<file path="src/rtl/necd_pkg.sv">
// Shared types and constants for the NEC IR frame decoder.
// No dependencies; imported by every module of the block.
package necd_pkg;

  localparam int unsigned WIDTH_W     = 17;
  localparam int unsigned FIELD_W     = 16;
  localparam int unsigned FIELD_BITS_DEF = 16;
  localparam int unsigned CFG_IDX_W   = 3;
  localparam int unsigned CFG_DATA_W  = 17;
  localparam int unsigned SHORT_W     = 12;
  localparam int unsigned LEAD_W      = 14;
  localparam int unsigned QUEUE_DEPTH = 2;

  // fixed leader windows, exclusive bounds
  localparam logic [WIDTH_W-1:0] NEW_HIGH_MIN = 17'd4000;
  localparam logic [WIDTH_W-1:0] NEW_HIGH_MAX = 17'd5000;
  localparam logic [WIDTH_W-1:0] REP_HIGH_MIN = 17'd2000;
  localparam logic [WIDTH_W-1:0] REP_HIGH_MAX = 17'd2500;
  localparam logic [WIDTH_W-1:0] REP_LOW_MIN  = 17'd500;
  localparam logic [WIDTH_W-1:0] REP_LOW_MAX  = 17'd700;
  localparam logic [FIELD_W-1:0] NO_KEY_CODE  = 16'hffff;

  // register reset values
  localparam logic [WIDTH_W-1:0] IDLE_TIMEOUT_RST = 17'd100000;
  localparam logic [SHORT_W-1:0] BIT_MIN_RST      = 12'd350;
  localparam logic [SHORT_W-1:0] BIT_MAX_RST      = 12'd850;
  localparam logic [SHORT_W-1:0] ONE_MIN_RST      = 12'd1350;
  localparam logic [SHORT_W-1:0] ONE_MAX_RST      = 12'd1950;
  localparam logic [LEAD_W-1:0]  LEAD_MIN_RST     = 14'd5000;
  localparam logic [LEAD_W-1:0]  LEAD_MAX_RST     = 14'd10000;

  typedef enum logic [CFG_IDX_W-1:0] {
    CFG_IDLE_TIMEOUT = 3'd0,
    CFG_BIT_MIN      = 3'd1,
    CFG_BIT_MAX      = 3'd2,
    CFG_ONE_MIN      = 3'd3,
    CFG_ONE_MAX      = 3'd4,
    CFG_LEAD_MIN     = 3'd5,
    CFG_LEAD_MAX     = 3'd6
  } cfg_idx_t;

  typedef enum logic [3:0] {
    PH_IDLE      = 4'd0,
    PH_LEAD_HIGH = 4'd1,
    PH_REP_LOW   = 4'd2,
    PH_BIT_LOW   = 4'd3,
    PH_BIT_HIGH  = 4'd4
  } phase_t;

  typedef enum logic [1:0] {
    KIND_FRAME   = 2'd0,
    KIND_REPEAT  = 2'd1,
    KIND_TIMEOUT = 2'd2,
    KIND_BAD     = 2'd3
  } kind_t;

  typedef struct packed {
    logic               pulse_level;
    logic [WIDTH_W-1:0] pulse_width_us;
  } in_item_t;

  typedef struct packed {
    kind_t              result_kind;
    logic [FIELD_W-1:0] frame_address;
    logic [FIELD_W-1:0] key_code;
  } out_item_t;

  // pulse after window classification
  typedef struct packed {
    logic level;
    logic lead_ok;
    logic new_high;
    logic rep_high;
    logic rep_low;
    logic bit_short;
    logic bit_one;
    logic timeout;
  } pulse_cls_t;

  function automatic logic in_window(input logic [WIDTH_W-1:0] w,
                                     input logic [WIDTH_W-1:0] lo,
                                     input logic [WIDTH_W-1:0] hi);
    return (w > lo) && (w < hi);
  endfunction

endpackage

</file>
<file path="src/rtl/necd_front.sv">
// Front end: configuration registers and pulse window classification.
// Depends on necd_pkg.
module necd_front (
  input  logic                                clk,
  input  logic                                rst_n,
  input  logic                                cfg_we,
  input  logic [necd_pkg::CFG_IDX_W-1:0]      cfg_index,
  input  logic [necd_pkg::CFG_DATA_W-1:0]     cfg_wdata,
  input  logic                                in_valid,
  output logic                                in_ready,
  input  necd_pkg::in_item_t                  in_data,
  output logic                                push_valid,
  input  logic                                push_ready,
  output necd_pkg::pulse_cls_t                push_data
);
  import necd_pkg::*;

  logic [WIDTH_W-1:0] idle_timeout_r;
  logic [SHORT_W-1:0] bit_min_r, bit_max_r, one_min_r, one_max_r;
  logic [LEAD_W-1:0]  lead_min_r, lead_max_r;
  logic [WIDTH_W-1:0] w;

  always_ff @(posedge clk) begin
    if (!rst_n) begin
      idle_timeout_r <= IDLE_TIMEOUT_RST;
      bit_min_r      <= BIT_MIN_RST;
      bit_max_r      <= BIT_MAX_RST;
      one_min_r      <= ONE_MIN_RST;
      one_max_r      <= ONE_MAX_RST;
      lead_min_r     <= LEAD_MIN_RST;
      lead_max_r     <= LEAD_MAX_RST;
    end else if (cfg_we) begin
      unique case (cfg_index)
        CFG_IDLE_TIMEOUT: idle_timeout_r <= cfg_wdata[WIDTH_W-1:0];
        CFG_BIT_MIN:      bit_min_r      <= cfg_wdata[SHORT_W-1:0];
        CFG_BIT_MAX:      bit_max_r      <= cfg_wdata[SHORT_W-1:0];
        CFG_ONE_MIN:      one_min_r      <= cfg_wdata[SHORT_W-1:0];
        CFG_ONE_MAX:      one_max_r      <= cfg_wdata[SHORT_W-1:0];
        CFG_LEAD_MIN:     lead_min_r     <= cfg_wdata[LEAD_W-1:0];
        CFG_LEAD_MAX:     lead_max_r     <= cfg_wdata[LEAD_W-1:0];
        default: ;
      endcase
    end
  end

  assign w          = in_data.pulse_width_us;
  assign in_ready   = push_ready;
  assign push_valid = in_valid;

  always_comb begin
    push_data.level     = in_data.pulse_level;
    push_data.lead_ok   = in_window(w, WIDTH_W'(lead_min_r), WIDTH_W'(lead_max_r));
    push_data.new_high  = in_window(w, NEW_HIGH_MIN, NEW_HIGH_MAX);
    push_data.rep_high  = in_window(w, REP_HIGH_MIN, REP_HIGH_MAX);
    push_data.rep_low   = in_window(w, REP_LOW_MIN, REP_LOW_MAX);
    push_data.bit_short = in_window(w, WIDTH_W'(bit_min_r), WIDTH_W'(bit_max_r));
    push_data.bit_one   = in_window(w, WIDTH_W'(one_min_r), WIDTH_W'(one_max_r));
    push_data.timeout   = w > idle_timeout_r;
  end

endmodule

</file>
<file path="src/rtl/necd_queue.sv">
// Short FIFO of classified pulses between front and back end.
// Depends on necd_pkg.
module necd_queue (
  input  logic                  clk,
  input  logic                  rst_n,
  input  logic                  push_valid,
  output logic                  push_ready,
  input  necd_pkg::pulse_cls_t  push_data,
  output logic                  pop_valid,
  input  logic                  pop_ready,
  output necd_pkg::pulse_cls_t  pop_data
);
  import necd_pkg::*;

  localparam int unsigned PTR_W = (QUEUE_DEPTH > 1) ? $clog2(QUEUE_DEPTH) : 1;
  localparam int unsigned CNT_W = $clog2(QUEUE_DEPTH + 1);

  pulse_cls_t         mem_r [QUEUE_DEPTH];
  logic [PTR_W-1:0]   wr_ptr_r, wr_ptr_nxt, rd_ptr_r, rd_ptr_nxt;
  logic [CNT_W-1:0]   count_r, count_nxt;
  logic               do_push, do_pop;

  assign push_ready = count_r != CNT_W'(QUEUE_DEPTH);
  assign pop_valid  = count_r != '0;
  assign pop_data   = mem_r[rd_ptr_r];
  assign do_push    = push_valid && push_ready;
  assign do_pop     = pop_valid && pop_ready;

  always_comb begin
    wr_ptr_nxt = wr_ptr_r;
    rd_ptr_nxt = rd_ptr_r;
    count_nxt  = count_r;
    if (do_push) begin
      wr_ptr_nxt = (wr_ptr_r == PTR_W'(QUEUE_DEPTH - 1)) ? '0 : wr_ptr_r + 1'b1;
    end
    if (do_pop) begin
      rd_ptr_nxt = (rd_ptr_r == PTR_W'(QUEUE_DEPTH - 1)) ? '0 : rd_ptr_r + 1'b1;
    end
    if (do_push && !do_pop) begin
      count_nxt = count_r + 1'b1;
    end else if (do_pop && !do_push) begin
      count_nxt = count_r - 1'b1;
    end
  end

  always_ff @(posedge clk) begin
    if (!rst_n) begin
      wr_ptr_r <= '0;
      rd_ptr_r <= '0;
      count_r  <= '0;
    end else begin
      wr_ptr_r <= wr_ptr_nxt;
      rd_ptr_r <= rd_ptr_nxt;
      count_r  <= count_nxt;
    end
  end

  always_ff @(posedge clk) begin
    if (do_push) begin
      mem_r[wr_ptr_r] <= push_data;
    end
  end

endmodule

</file>
<file path="src/rtl/necd_back.sv">
// Back end: frame state machine, bit shifters, stored fields, result register.
// Depends on necd_pkg.
module necd_back #(
  parameter int unsigned FIELD_BITS = necd_pkg::FIELD_BITS_DEF
) (
  input  logic                  clk,
  input  logic                  rst_n,
  input  logic                  pop_valid,
  output logic                  pop_ready,
  input  necd_pkg::pulse_cls_t  pop_data,
  output logic                  out_valid,
  input  logic                  out_ready,
  output necd_pkg::out_item_t   out_data
);
  import necd_pkg::*;

  localparam int unsigned BI_W  = $clog2(2 * FIELD_BITS);
  localparam int unsigned POS_W = $clog2(FIELD_BITS);

  phase_t                 phase_r, phase_nxt;
  logic [BI_W-1:0]        bit_index_r, bit_index_nxt;
  logic                   low_valid_r, low_valid_nxt;
  logic [FIELD_BITS-1:0]  addr_sh_r, addr_sh_nxt, code_sh_r, code_sh_nxt;
  logic [FIELD_BITS-1:0]  st_addr_r, st_addr_nxt, st_code_r, st_code_nxt;
  logic                   out_valid_r, out_valid_nxt;
  out_item_t              out_data_r, out_data_nxt;

  logic                   take;
  pulse_cls_t             c;
  logic                   in_addr;
  logic                   last_bit;
  logic                   bad_bit;
  logic                   bit_val;
  logic [BI_W-1:0]        code_off;
  logic [POS_W-1:0]       addr_pos, code_pos;
  logic [FIELD_BITS-1:0]  addr_upd, code_upd;

  assign c         = pop_data;
  assign pop_ready = !out_valid_r || out_ready;
  assign take      = pop_valid && pop_ready;
  assign out_valid = out_valid_r;
  assign out_data  = out_data_r;

  assign in_addr  = bit_index_r < BI_W'(FIELD_BITS);
  assign last_bit = bit_index_r == BI_W'(2 * FIELD_BITS - 1);
  assign code_off = bit_index_r - BI_W'(FIELD_BITS);
  assign addr_pos = bit_index_r[POS_W-1:0];
  assign code_pos = code_off[POS_W-1:0];
  assign bit_val  = !c.bit_short;
  assign addr_upd = addr_sh_r | (FIELD_BITS'(bit_val) << addr_pos);
  assign code_upd = code_sh_r | (FIELD_BITS'(bit_val) << code_pos);

  // any malformed pulse inside the data bits
  always_comb begin
    bad_bit = 1'b0;
    unique case (phase_r)
      PH_BIT_LOW:  bad_bit = c.level || !c.bit_short;
      PH_BIT_HIGH: bad_bit = !c.level || !low_valid_r || (!c.bit_short && !c.bit_one);
      default:     bad_bit = 1'b0;
    endcase
  end

  // next phase
  always_comb begin
    phase_nxt = phase_r;
    if (take) begin
      unique case (phase_r)
        PH_LEAD_HIGH: begin
          if (c.level && c.new_high) phase_nxt = PH_BIT_LOW;
          else if (c.level && c.rep_high) phase_nxt = PH_REP_LOW;
          else phase_nxt = PH_IDLE;
        end
        PH_REP_LOW: phase_nxt = PH_IDLE;
        PH_BIT_LOW: phase_nxt = bad_bit ? PH_IDLE : PH_BIT_HIGH;
        PH_BIT_HIGH: phase_nxt = (bad_bit || last_bit) ? PH_IDLE : PH_BIT_LOW;
        default: phase_nxt = (!c.level && c.lead_ok) ? PH_LEAD_HIGH : PH_IDLE;
      endcase
    end
  end

  // datapath and result
  always_comb begin
    bit_index_nxt = bit_index_r;
    low_valid_nxt = low_valid_r;
    addr_sh_nxt   = addr_sh_r;
    code_sh_nxt   = code_sh_r;
    st_addr_nxt   = st_addr_r;
    st_code_nxt   = st_code_r;
    out_valid_nxt = out_valid_r && !out_ready;
    out_data_nxt  = out_data_r;
    if (take) begin
      unique case (phase_r)
        PH_LEAD_HIGH: begin
          if (c.level && c.new_high) begin
            addr_sh_nxt   = '0;
            code_sh_nxt   = '0;
            bit_index_nxt = '0;
            low_valid_nxt = 1'b0;
          end else if (!(c.level && c.rep_high)) begin
            out_valid_nxt = 1'b1;
            out_data_nxt  = '{KIND_BAD, FIELD_W'(st_addr_r), '0};
          end
        end
        PH_REP_LOW: begin
          out_valid_nxt = 1'b1;
          if (!c.level && c.rep_low) begin
            out_data_nxt = '{KIND_REPEAT, FIELD_W'(st_addr_r), FIELD_W'(st_code_r)};
          end else begin
            out_data_nxt = '{KIND_BAD, FIELD_W'(st_addr_r), '0};
          end
        end
        PH_BIT_LOW, PH_BIT_HIGH: begin
          if (bad_bit || (last_bit && phase_r == PH_BIT_HIGH)) begin
            // frame ends; an invalid bit wipes the current and later fields
            if (bad_bit) begin
              st_addr_nxt = in_addr ? '0 : addr_sh_r;
              st_code_nxt = '0;
            end else begin
              st_addr_nxt = addr_sh_r;
              st_code_nxt = code_upd;
            end
            addr_sh_nxt   = st_addr_nxt;
            code_sh_nxt   = st_code_nxt;
            bit_index_nxt = '0;
            low_valid_nxt = 1'b0;
            out_valid_nxt = 1'b1;
            out_data_nxt  = '{KIND_FRAME, FIELD_W'(st_addr_nxt), FIELD_W'(st_code_nxt)};
          end else if (phase_r == PH_BIT_LOW) begin
            low_valid_nxt = 1'b1;
          end else begin
            if (in_addr) addr_sh_nxt = addr_upd;
            else code_sh_nxt = code_upd;
            bit_index_nxt = bit_index_r + 1'b1;
            low_valid_nxt = 1'b0;
          end
        end
        default: begin
          if (c.level) begin
            if (c.timeout) begin
              st_code_nxt   = FIELD_BITS'(NO_KEY_CODE);
              out_valid_nxt = 1'b1;
              out_data_nxt  = '{KIND_TIMEOUT, FIELD_W'(st_addr_r), '0};
            end
          end else if (!c.lead_ok) begin
            out_valid_nxt = 1'b1;
            out_data_nxt  = '{KIND_BAD, FIELD_W'(st_addr_r), '0};
          end
        end
      endcase
    end
  end

  always_ff @(posedge clk) begin
    if (!rst_n) begin
      phase_r     <= PH_IDLE;
      bit_index_r <= '0;
      low_valid_r <= 1'b0;
      addr_sh_r   <= '0;
      code_sh_r   <= '0;
      st_addr_r   <= '0;
      st_code_r   <= '0;
      out_valid_r <= 1'b0;
    end else begin
      phase_r     <= phase_nxt;
      bit_index_r <= bit_index_nxt;
      low_valid_r <= low_valid_nxt;
      addr_sh_r   <= addr_sh_nxt;
      code_sh_r   <= code_sh_nxt;
      st_addr_r   <= st_addr_nxt;
      st_code_r   <= st_code_nxt;
      out_valid_r <= out_valid_nxt;
    end
  end

  always_ff @(posedge clk) begin
    out_data_r <= out_data_nxt;
  end

endmodule

</file>
<file path="src/rtl/nec_ir_frame_decoder.sv">
// NEC IR frame decoder, top level: front classifier, pulse queue, back-end FSM.
// Path of a pulse: the queue writes it at the accepting edge, then the back-end FSM
// steps on it and registers the result; a stalled output can hold it in the queue.
// Throughput: 1 pulse per cycle unless the output stalls; the back-end FSM takes
// one queued pulse per cycle likewise; the 2-entry queue and output register absorb stalls.
// Reset (synchronous, rst_n low): registers return to defaults, FSM idle,
// stored address and code cleared, queue and output emptied.
module nec_ir_frame_decoder #(
  parameter int unsigned FIELD_BITS = necd_pkg::FIELD_BITS_DEF
) (
  input  logic                             clk,
  input  logic                             rst_n,
  input  logic                             cfg_we,
  input  logic [necd_pkg::CFG_IDX_W-1:0]   cfg_index,
  input  logic [necd_pkg::CFG_DATA_W-1:0]  cfg_wdata,
  input  logic                             in_valid,
  output logic                             in_ready,
  input  necd_pkg::in_item_t               in_data,
  output logic                             out_valid,
  input  logic                             out_ready,
  output necd_pkg::out_item_t              out_data
);
  import necd_pkg::*;

  logic        push_valid, push_ready, pop_valid, pop_ready;
  pulse_cls_t  push_data, pop_data;

  necd_front u_front (
    .clk        (clk),
    .rst_n      (rst_n),
    .cfg_we     (cfg_we),
    .cfg_index  (cfg_index),
    .cfg_wdata  (cfg_wdata),
    .in_valid   (in_valid),
    .in_ready   (in_ready),
    .in_data    (in_data),
    .push_valid (push_valid),
    .push_ready (push_ready),
    .push_data  (push_data)
  );

  necd_queue u_queue (
    .clk        (clk),
    .rst_n      (rst_n),
    .push_valid (push_valid),
    .push_ready (push_ready),
    .push_data  (push_data),
    .pop_valid  (pop_valid),
    .pop_ready  (pop_ready),
    .pop_data   (pop_data)
  );

  necd_back #(
    .FIELD_BITS (FIELD_BITS)
  ) u_back (
    .clk       (clk),
    .rst_n     (rst_n),
    .pop_valid (pop_valid),
    .pop_ready (pop_ready),
    .pop_data  (pop_data),
    .out_valid (out_valid),
    .out_ready (out_ready),
    .out_data  (out_data)
  );

endmodule
</file>
<file path="config.mk">
export PLATFORM = sky130hd
export DESIGN_NAME = nec_ir_frame_decoder
export DESIGN_NICKNAME = d
export VERILOG_FILES = /design/src/rtl/necd_pkg.sv /design/src/rtl/necd_front.sv /design/src/rtl/necd_queue.sv /design/src/rtl/necd_back.sv /design/src/rtl/nec_ir_frame_decoder.sv
export SDC_FILE = /design/constraint.sdc
export NUM_CORES = 1
export LEC_CHECK = 0
export CAP_MARGIN = 25
export CORE_MARGIN = 5
export CORE_UTILIZATION = 58
export DETAILED_ROUTE_END_ITERATION = 7
export DONT_BUFFER_PORTS = 1
export PLACE_DENSITY = 0.87
export SLEW_MARGIN = 10
export SYNTH_ARGS = -nofsm -noshare
export SYNTH_HDL_FRONTEND = slang
export SYNTH_HIERARCHICAL = 1
export SYNTH_SLANG_ARGS = --single-unit
</file>
<file path="constraint.sdc">
create_clock -name clk -period 3.4 [get_ports clk]
set_clock_uncertainty 0.15 [all_clocks]
set_input_delay 0.34 -clock clk [delete_from_list [all_inputs] [get_ports clk]]
set_output_delay 0.34 -clock clk [all_outputs]
set_load 0.02 [all_outputs]
</file>
Yosys cells after proc, flatten, opt, wreduce, memory -nomap -nowiden --
Memory sizes are Yosys's and may differ from the RTL's. A register that Yosys moved wholly into a read port is not among the register bits. Cells that the tools add are included.
Word-level totals: bits in registers 206, latch bits 0, RAM bits 16, memory bits (read-only) 0, bits of input ports 43, word-level logic and storage cells 176, memories 1
Operators by class: $add $sub $neg 6, multipliers 0, div/mod/pow operators 0, $lt $le $gt $ge 14, equal/unequal tests 21, shift operators 2, muxes and demuxes 55, bitwise gates (word level) 3, reduce and logical (&&, ||, !) cells 53
Memories:
- u_queue.mem_r | depth 2, bits a word 8, rd ports 1, clocked after memory_dff 1, wr ports 1, RTL line necd_queue.sv:18 | pulse_cls_t mem_r [QUEUE_DEPTH];
Operators with widths (count):
- 34-bit 2-to-1 mux | 7
- 16-bit 2-to-1 mux | 13
- 34-bit one-hot mux with 3 select lines | 1
- 16-bit one-hot mux with 2 select lines | 3
- 17-bit by 12-bit > comparator with 1-bit output | 2
- 17-bit by 12-bit less-than comparator with 1-bit output | 2
- 16-bit bitwise OR | 2
- 1-bit by 4-bit left shift with 16-bit output | 2
- 17-bit by 11-bit > comparator with 1-bit output (second input constant) | 1
- 17-bit by 12-bit > comparator with 1-bit output (second input constant) | 1
- 17-bit by 14-bit > comparator with 1-bit output | 1
- 17-bit > comparator | 1
- 17-bit by 9-bit > comparator with 1-bit output (second input constant) | 1
- 1-bit logical AND | 17
- 17-bit by 10-bit less-than comparator with 1-bit output (second input constant) | 1
- 17-bit by 12-bit less-than comparator with 1-bit output (second input constant) | 1
- 17-bit by 13-bit less-than comparator with 1-bit output (second input constant) | 1
- 17-bit by 14-bit less-than comparator with 1-bit output | 1
- 1-bit 2-to-1 mux | 17
- 4-bit one-hot mux with 4 select lines | 1
- 5-bit 2-to-1 mux | 3
- 5-bit AND reduction | 3
- 2-bit AND reduction | 7
- 5-bit one-hot mux with 2 select lines | 1
- other kinds (34) | 64

Logic depth before layout (Yosys ltp) --
word-level depth 8, mapped depth 10

Hierarchy --
Netlist, hierarchy kept.
By module, submodules not included:
- necd_front | instances 1, cells an instance 719, area an instance 5718.0 um2
- necd_back | instances 1, cells an instance 470, area an instance 4509.3 um2
- necd_queue | instances 1, cells an instance 50, area an instance 809.5 um2

Worst setup path after synthesis --
Ideal clock, no wire load.
path type register to register, start point register (tool-made name), end point register u_back.out_data_r (netlist bit u_back/out_data[0]), enable pin, setup time 425 ps, data arrival time 2898 ps, required time 2825 ps, slack -73 ps, stages on the path, launching flop included 8, period minus slack after synthesis 3473 ps, path through dfxtp_1 buf_2 mux2_2 o211ai_1 or3_1 buf_2 nand2_1 nor2_1
RTL lines:
- end signal, assigned | RTL line necd_back.sv:176 | out_data_r <= out_data_nxt;
- end, declared | RTL line necd_back.sv:26 | out_item_t out_data_r, out_data_nxt;

==> impl_metrics.env <==
export IMPL_outcome="completed"
export IMPL_rsz0062_at_grt="no"
export IMPL_total_power_mw=7.25
export IMPL_yosys_area_share_simple_pct=16.8
export IMPL_drt_iter0_markers=1093
export IMPL_cts_buffers=24
export IMPL_path_max_fanout=21
export IMPL_relSlewSlack_pct=41.9
export IMPL_core_area_sq_um=18700
export IMPL_grt_pass1_wl_microns=46300
export IMPL_ios=79
export IMPL_clk_latency_ns=0.51
export IMPL_numClockSinks=222
export IMPL_utilization_pct=66.3
export IMPL_synth_distinct_cells=57
export IMPL_syn_num_nets=1375
export IMPL_placed_area_sq_um=11200
export IMPL_setup_violations=0
export IMPL_drt_vias_per_instance=6.24
export IMPL_drt_wl_total_microns=28700
export IMPL_cts_hold_buf=30
export IMPL_ir_worst_vdd_uv=472
export IMPL_drcViolationCount=0
export IMPL_layout_common_cells="nand2_1 (242), dfxtp_1 (172), inv_1 (93), ha_1 (93), o21ai_0 (88)"
export IMPL_cts_setup_buffers=0
export IMPL_syn_area_sq_um=11000
export IMPL_rows=50
export IMPL_drive_gt1_share_pct=6.46
export IMPL_die_area_sq_um=21900
export IMPL_pre_cts_slack_ns=0.681
export IMPL_antenna_left=0
export IMPL_clkTransAtPathRegs_ns=0.06
export IMPL_synthMuxAreaShare_pct=0.816
export IMPL_setup_ws_ns=0.605
export IMPL_worst_pin_slew_ns=0.871
export IMPL_synth_edf_count=50
export IMPL_yosysTopAreaCell="dfxtp_1"
export IMPL_endpoint_kind="register"
export IMPL_mostFrequentLayoutCell="nand2_1"
export IMPL_fill_cells=1353
export IMPL_synth_xor_area_share_pct=0.317
export IMPL_antenna_found_initial=0
export IMPL_worstPathArrival_ns=3.07
export IMPL_synthTopCellsByArea="dfxtp_1 (31%), edfxtp_1 (14%), ha_1 (11%)"
export IMPL_synth_compound_gate_area_share_pct=21.1
export IMPL_yosysWarnings=6
export IMPL_finalHoldWorstSlack_ns=0.0172
export IMPL_path_class="reg2reg"
export IMPL_place_inst=1430
export IMPL_ys_seq_area_share_pct=44.8
export IMPL_max_cap_violations=0
export IMPL_fin_crit_sh_pct=82.2
export IMPL_grt_ovfl_total=0
export IMPL_synth_seq_cells=222
export IMPL_grt_pass1_vias=9187
export IMPL_slew_violations=0
export IMPL_syn_avg_cell_area_sq_um=8.91
export IMPL_num_vias=9386
export IMPL_design_area_sq_um=12400
export IMPL_synthArstFlopShare_pct=0
export IMPL_die_y_microns=148
export IMPL_clockBufferDepth=3
export IMPL_fin_nets=1388
export IMPL_fmax_ghz=0.358
export IMPL_synthAdderAreaFrac_pct=10.5
export IMPL_die_w_microns=148
export IMPL_cts_tree="yes"
export IMPL_min_period_ns=2.79
export IMPL_power_density_nw_per_um2=584
export IMPL_syn_instance_count=1239
export IMPL_finalWeightedCongestion=0.904
export IMPL_dr_pass1_iters=7
export IMPL_hold_viol=0
export IMPL_required_ns=3.68
export IMPL_setup_tns_ns=0
export IMPL_startpoint_type="register"
export IMPL_grt_max_degree=133
export IMPL_synth_top_area_share_pct=31.2
export IMPL_synth_top_family_by_area="compound AO/OA/AOI/OAI gates"
export IMPL_hpwl_microns=17800
export IMPL_synth_flop_cell="dfxtp_1"
export IMPL_htree_levels=1
export IMPL_ctsResizeCount=0
export IMPL_grt_use_total_pct=25.7
export IMPL_root_buffer="clkbuf_16"
export IMPL_wire_per_inst_microns=19.1
export IMPL_final_cells=1505
export IMPL_hold_class="in2reg"
export IMPL_area_growth_pct=12.4
export IMPL_power_leakage_nw=4.95
export IMPL_initial_core_util_pct=59.0
export IMPL_port_buffers=0
## critical path, cell delays in order (launching register included)
cell and delay, ns:
dfxtp_1 0.35, buf_4 0.17, mux2_2 0.40, nor2b_1 0.19, nand2b_1 0.21, a31o_2 0.36
buf_4 0.23, or4_1 0.47, o22ai_1 0.17
## sequential cells by signal (all words and copies together) (netlist names), named ones only
name                    count
u_back/st_addr_r           16
u_front/bit_min_r          12
u_queue/wr_ptr_r            1
u_front/one_min_r          12
u_queue/rd_ptr_r            1
u_queue/mem_r              16
u_front/lead_max_r         14
u_back/bit_index_r          5
u_back/st_code_r           16
u_back/addr_sh_r           16
u_front/lead_min_r         14
u_back/code_sh_r           16
u_back/out_valid            1
u_back/phase_r              3
u_back/out_data            34
u_front/bit_max_r          12
u_back/low_valid_r          1
u_front/one_max_r          12
u_queue/count_r             2
u_front/idle_timeout_r     17
## final cells by class
cell class | instances | area (sq um) | area share [%]
clock buffers | 35 | 714 | 5.76
diodes | 1 | 2.50 | 0.0202
well taps | 234 | 293 | 2.36
multi-input cells | 860 | 5500 | 44.3
repair buffers | 51 | 479 | 3.86
clock inverters | 9 | 124 | 0.998
flip-flops and latches | 222 | 4940 | 39.9
inverters | 93 | 349 | 2.81
## report_power, final
part / internal, mW / switching, mW
logic: 0.401 / 0.706
registers: 3.08 / 0.340
clock network: 1.69 / 1.04
## cell usage after synthesis (6+ instances only)
master	instances
nand2_1	242
dfxtp_1	172
ha_1	93
inv_1	93
o21ai_0	88
a21oi_1	69
a21boi_0	55
clkbuf_1	55
edfxtp_1	50
o211ai_1	45
nor2_1	33
o211a_1	18
o22ai_1	18
or4_1	18
nand3_1	16
a22o_1	15
nor3_1	15
a21o_1	13
nand4_1	12
nor2b_1	12
a31oi_1	8
mux2_2	8
a211oi_1	7
nand2b_1	7
and2_1	6
and4_1	6
## cell families after synthesis
group,Yosys count
and+or+nand+nor,400
AOI/OAI and AO/OA,355
DFF,222
buffers and inverters,157
adders and majority gates,93
muxes,8
xor gates and xnor gates,4
## layer usage
layer,part of all wire (%),wire length [microns],vias up,track usage [%]
met5,0,0,-,0
li1,-,-,4430,-
met1,39,11100,4316,31.2
met2,48,13700,512,43.9
met4,4.8,1380,0,11.6
met3,8.9,2550,128,5.49
## final timing paths
check	start	endpoint	slack [ns]	depth (start not counted)
worst max-delay path	register	u_back/bit_index_r[3]	0.61	8
worst min-delay path	in_data[13]	u_queue/mem_r[0][4]	0.02	2
worst max register to register	register	u_back/bit_index_r[3]	0.61	8
worst min register to register	u_front/lead_max_r[7]	u_front/lead_max_r[7]	0.31	2
Note: power is estimated with default switching activity, not from simulation.
